**config.mk**
```make
export PLATFORM = sky130hd
export DESIGN_NAME = bsp_div
export DESIGN_NICKNAME = d
export VERILOG_FILES = /design/src/rtl/billboard_sprite_projection_assert.svh /design/src/rtl/bsp_div.sv
export SDC_FILE = /design/constraint.sdc
export NUM_CORES = 1
export LEC_CHECK = 0
export ABC_CLOCK_PERIOD_IN_PS = 2800
export BUFFER_PORTS_ARGS = -buffer_cell sky130_fd_sc_hd__buf_4
export CAP_MARGIN = 20
export CORE_MARGIN = 3
export CORE_UTILIZATION = 26
export CTS_CLUSTER_SIZE = 10
export DETAILED_ROUTE_END_ITERATION = 10
export HOLD_SLACK_MARGIN = 0.05
export SYNTH_ARGS = -nofsm -noshare
export SYNTH_HDL_FRONTEND = slang
export SYNTH_SLANG_ARGS = --single-unit
export TNS_END_PERCENT = 1
```
**constraint.sdc**
```tcl
create_clock -name clk -period 2.8 [get_ports clk]
set_clock_uncertainty 0.05 [all_clocks]
set_input_delay 0.28 -clock clk [delete_from_list [all_inputs] [get_ports clk]]
set_output_delay 0.28 -clock clk [all_outputs]
set_load 0.01 [all_outputs]
```
**src/rtl/billboard_sprite_projection_assert.svh**
```systemverilog
// ----------------------------------------------------------------------------
// billboard_sprite_projection assertion macros
// Shared assertion wrappers. Each one samples on clk and is off during reset.
// ----------------------------------------------------------------------------
`ifndef BILLBOARD_SPRITE_PROJECTION_ASSERT_SVH
`define BILLBOARD_SPRITE_PROJECTION_ASSERT_SVH

// Check a property on every clock edge outside reset.
`define BSP_ASSERT(lbl, prop, msg) \
    lbl: assert property (@(posedge clk) disable iff (!rst_n) (prop)) else $error(msg);

// Flag a condition that must never be seen outside reset.
`define BSP_ASSERT_NEVER(lbl, cond, msg) \
    `BSP_ASSERT(lbl, !(cond), msg)

`endif

```
**src/rtl/bsp_div.sv**
```systemverilog
// ----------------------------------------------------------------------------
// bsp_div
// Pipelined restoring divider, several lanes side by side, one quotient bit
// per stage. The numerator must fit the quotient width.
// ----------------------------------------------------------------------------
module bsp_div #(
    parameter int LANES = 2,
    parameter int NUM_W = 8,
    parameter int DEN_W = 8,
    parameter int TAG_W = 1
) (
    input  logic                            clk,
    input  logic                            rst_n,
    input  logic                            en,
    input  logic                            in_valid,
    input  logic [LANES-1:0][NUM_W-1:0]     in_num,
    input  logic [LANES-1:0][DEN_W-1:0]     in_den,
    input  logic [TAG_W-1:0]                in_tag,
    output logic                            out_valid,
    output logic [LANES-1:0][NUM_W-1:0]     out_quo,
    output logic [TAG_W-1:0]                out_tag
);

    logic [LANES-1:0][NUM_W-1:0] nq_reg  [0:NUM_W-1];
    logic [LANES-1:0][DEN_W-1:0] rem_reg [0:NUM_W-2];
    logic [LANES-1:0][DEN_W-1:0] den_reg [0:NUM_W-2];
    logic [TAG_W-1:0]            tag_reg [0:NUM_W-1];
    logic [NUM_W-1:0]            v_reg;

    // Shift in the next numerator bit, subtract when it fits
    function automatic logic [DEN_W+NUM_W-1:0] div_step(
        input logic [DEN_W-1:0] rem,
        input logic [NUM_W-1:0] nq,
        input logic [DEN_W-1:0] den
    );
        logic [DEN_W:0] trial;
        logic [DEN_W:0] diff;
        logic           q;
        trial = {rem, nq[NUM_W-1]};
        diff  = trial - {1'b0, den};
        q     = (trial >= {1'b0, den});
        return {q ? diff[DEN_W-1:0] : trial[DEN_W-1:0], nq[NUM_W-2:0], q};
    endfunction

    always_ff @(posedge clk or negedge rst_n)
    begin
        if (!rst_n) begin
            v_reg <= '0;
        end
        else if (en) begin
            v_reg <= {v_reg[NUM_W-2:0], in_valid};
        end
    end

    always_ff @(posedge clk)
    begin
        if (en) begin
            tag_reg[0] <= in_tag;
            for (int l = 0; l < LANES; l++) begin
                {rem_reg[0][l], nq_reg[0][l]} <= div_step('0, in_num[l], in_den[l]);
                den_reg[0][l] <= in_den[l];
            end
            for (int s = 1; s < NUM_W - 1; s++) begin
                tag_reg[s] <= tag_reg[s-1];
                for (int l = 0; l < LANES; l++) begin
                    {rem_reg[s][l], nq_reg[s][l]} <=
                        div_step(rem_reg[s-1][l], nq_reg[s-1][l], den_reg[s-1][l]);
                    den_reg[s][l] <= den_reg[s-1][l];
                end
            end
            tag_reg[NUM_W-1] <= tag_reg[NUM_W-2];
            for (int l = 0; l < LANES; l++) begin
                nq_reg[NUM_W-1][l] <= NUM_W'(div_step(rem_reg[NUM_W-2][l],
                                                      nq_reg[NUM_W-2][l],
                                                      den_reg[NUM_W-2][l]));
            end
        end
    end

    assign out_valid = v_reg[NUM_W-1];
    assign out_quo   = nq_reg[NUM_W-1];
    assign out_tag   = tag_reg[NUM_W-1];

endmodule

```
==> results.sh <==
export IMPL_status="complete, no violations"
export IMPL_yosys_area_top_type_share=0.623
export IMPL_worstSkewPairLatency_ns=0.56
export IMPL_io_pins=55
export IMPL_cts_sinks=368
export IMPL_die_h_um=264
export IMPL_r2r_slack_ns=0.32
export IMPL_clk_pin_slew_ns=0.05
export IMPL_dp_slack_ns=0.323
export IMPL_synthSimpleGateAreaFrac=0.0701
export IMPL_hold_path_end="nq_reg[53]"
export IMPL_hold_path_depth=1
export IMPL_htreeDepth=2
export IMPL_post_drt_wl_per_cell_um=12.9
export IMPL_synth_top_family_by_area="compound AO/OA/AOI/OAI gates"
export IMPL_yosysWarnings=0
export IMPL_synthArstFlopShare=0.0217
export IMPL_drtPass1Iterations=5
export IMPL_n_antenna_cell=0
export IMPL_core_area_um2=66000
export IMPL_grt_pass1_wl_um=50600
export IMPL_syn_inst=1281
export IMPL_cp_start_kind="flop"
export IMPL_hold_viol_final=0
export IMPL_finalMaxSlewViolations=0
export IMPL_cap_violations=0
export IMPL_area_delta_synth_final_pct=18.5
export IMPL_worst_slew_pin_slew_ns=0.656
export IMPL_ys_ff_latch=368
export IMPL_routed_wirelength_um=29800
export IMPL_portBuffers=54
export IMPL_grt_pass1_vias=10300
export IMPL_yosys_top_cells_area="edfxtp_1 (62%), ha_1 (8.4%), inv_1 (3.2%), o21ai_0 (2.9%), mux2_2 (2.1%)"
export IMPL_ant_nets=0
export IMPL_yosys_top_cells_count="edfxtp_1 (360), inv_1 (150), ha_1 (116), o21ai_0 (100), nand2_1 (78)"
export IMPL_syn_num_nets=1446
export IMPL_detailedRoute_firstIterationViolations=550
export IMPL_dp_hpwl_um=20900
export IMPL_yosys_cell_types_count=54
export IMPL_die_x_um=264
export IMPL_timing_fmax_mhz=404
export IMPL_drc=0
export IMPL_root_buffer="clkbuf_16"
export IMPL_r2r_cells=6
export IMPL_yosysMostFrequentCell="edfxtp_1"
export IMPL_synthFlopType="edfxtp_1"
export IMPL_synth_compound_area_frac=0.108
export IMPL_finalCritPeriodShare=0.885
export IMPL_p_leak_nw=7.93
export IMPL_synth_mux_area_frac=0.0278
export IMPL_rsz0062_at_grt="false"
export IMPL_worst_setup_path_end_kind="flop"
export IMPL_post_cts_buffers=0
export IMPL_layout_nets=1575
export IMPL_pwr_density_cell_nw_per_um2=821
export IMPL_syn_area_per_cell_um2=13.5
export IMPL_finalCriticalPeriod_ns=2.48
export IMPL_ir_worst_vdd_uv=450
export IMPL_grt_remaining_overflow=0
export IMPL_r2r_end="rem_reg[95]"
export IMPL_arrival_ns=2.74
export IMPL_antenna_found_initial=0
export IMPL_viasPerCell=4.36
export IMPL_track_usage=0.0863
export IMPL_setup_viol=0
export IMPL_initial_core_util=0.263
export IMPL_synth_edf_count=360
export IMPL_worstPathRequired_ns=3.06
export IMPL_hold_class="input port to flop"
export IMPL_gp_congestion=0.871
export IMPL_grt_max_degree=70
export IMPL_netlist_area_um2=17400
export IMPL_clk_path_buf_depth=3
export IMPL_rows=94
export IMPL_hold_start="en"
export IMPL_yosys_area_share_xor_xnor=0.0192
export IMPL_cp_max_fo=9
export IMPL_num_vias=10000
export IMPL_criticalPathCategory="flop to flop"
export IMPL_ys_seq_area_frac=0.634
export IMPL_cts_made_buffers=45
export IMPL_synth_fa_ha_area_frac=0.0975
export IMPL_drive_above_1_share=0.132
export IMPL_maxSlewHeadroom=0.563
export IMPL_tritoncts="done"
export IMPL_cp_startpoint="rem_reg[109]"
export IMPL_yosysTopAreaCell="edfxtp_1"
export IMPL_worst_slack_ns=0.322
export IMPL_rr_startpoint="rem_reg[109]"
export IMPL_fin_setup_tns_ns=0
export IMPL_die_area_um2=69900
-- area by class of cell --
class | instances | area, um^2
well taps | 864 | 1080
fillers | 6409 | 45400
repair buffers | 110 | 986
inverters | 152 | 572
clock buffers | 65 | 1290
clock inverters | 7 | 32.5
flip-flops and latches | 368 | 11000
multi-input cells | 733 | 5590
-- timing repair --
item / 4_1_cts / 5_1_grt
endpoints found under the setup margin: 0 / 0
endpoints found under the hold margin: 48 / 0
gates resized for setup: 0 / 0
hold buffers: 36 / 0
-- cells by family after synthesis --
logic type      Yosys count
flops                   368
fa+ha+maj               128
xor+xnor                 38
simple gates            232
buf+inv                 180
mux                      44
compound gates          291
-- cells in the final DEF, fill, tap and decap left out, drive strengths merged, types with 33 or more instances in the layout --
cell         Yosys  routed
ha             116     116
inv            151     152
nand2           78      78
dlygate4sd3      0      36
o21ai          102     102
buf             25      74
a21oi           70      70
mux2            33      33
clkbuf           3      65
edfxtp         360     360
-- worst max-delay path, cell delays in order (launching register included) --
cell and delay (ns):
edfxtp_1 0.41, ha_1 0.38, a21oi_1 0.21, o21ai_0 0.17, a221oi_2 0.63, inv_1 0.16, o22a_1 0.23
-- layer usage --
metal / vias to the layer above / GRT usage / routed length (um)
li1: 4983 / - / -
met1: 4809 / 0.104 / 13200
met2: 158 / 0.148 / 14500
met3: 70 / 0.0190 / 1130
met4: 0 / 0.0385 / 987
met5: - / 0 / 0
-- stage by stage --
stage	hold slack, ns	utilization	instances	area (um^2)	power (W)
2_1_floorplan	-0.0656	-	1281	17400	0.0106
3_3_place_gp	0.0474	0.286	2191	18900	0.0115
3_5_place_dp	0.0539	0.286	2191	18900	0.0117
4_1_cts	0.178	0.312	2299	20600	0.0171
5_1_grt	0.193	0.312	2299	20600	0.0180
6_report	0.189	0.312	2299	20600	0.0169
-- worst max path at each step --
stage	to	slack (ns)	cells after the start
2_1_floorplan	rem_reg[42]	0.56	6
3_3_place_gp	rem_reg[30]	0.36	6
3_5_place_dp	rem_reg[28]	0.32	6
4_1_cts	rem_reg[28]	0.32	6
5_1_grt	rem_reg[27]	0.13	6
6_report	rem_reg[95]	0.32	6
-- report_power, final --
part	leakage (nW)	internal (W)	total (W)	switching, W
combinational	3.69	0.00190	0.00408	0.00218
sequential	3.60	0.00719	0.00757	0.000381
clock	0.639	0.00315	0.00523	0.00209
total	7.93	0.0122	0.0169	0.00464
(Power assumes the default switching activity.)
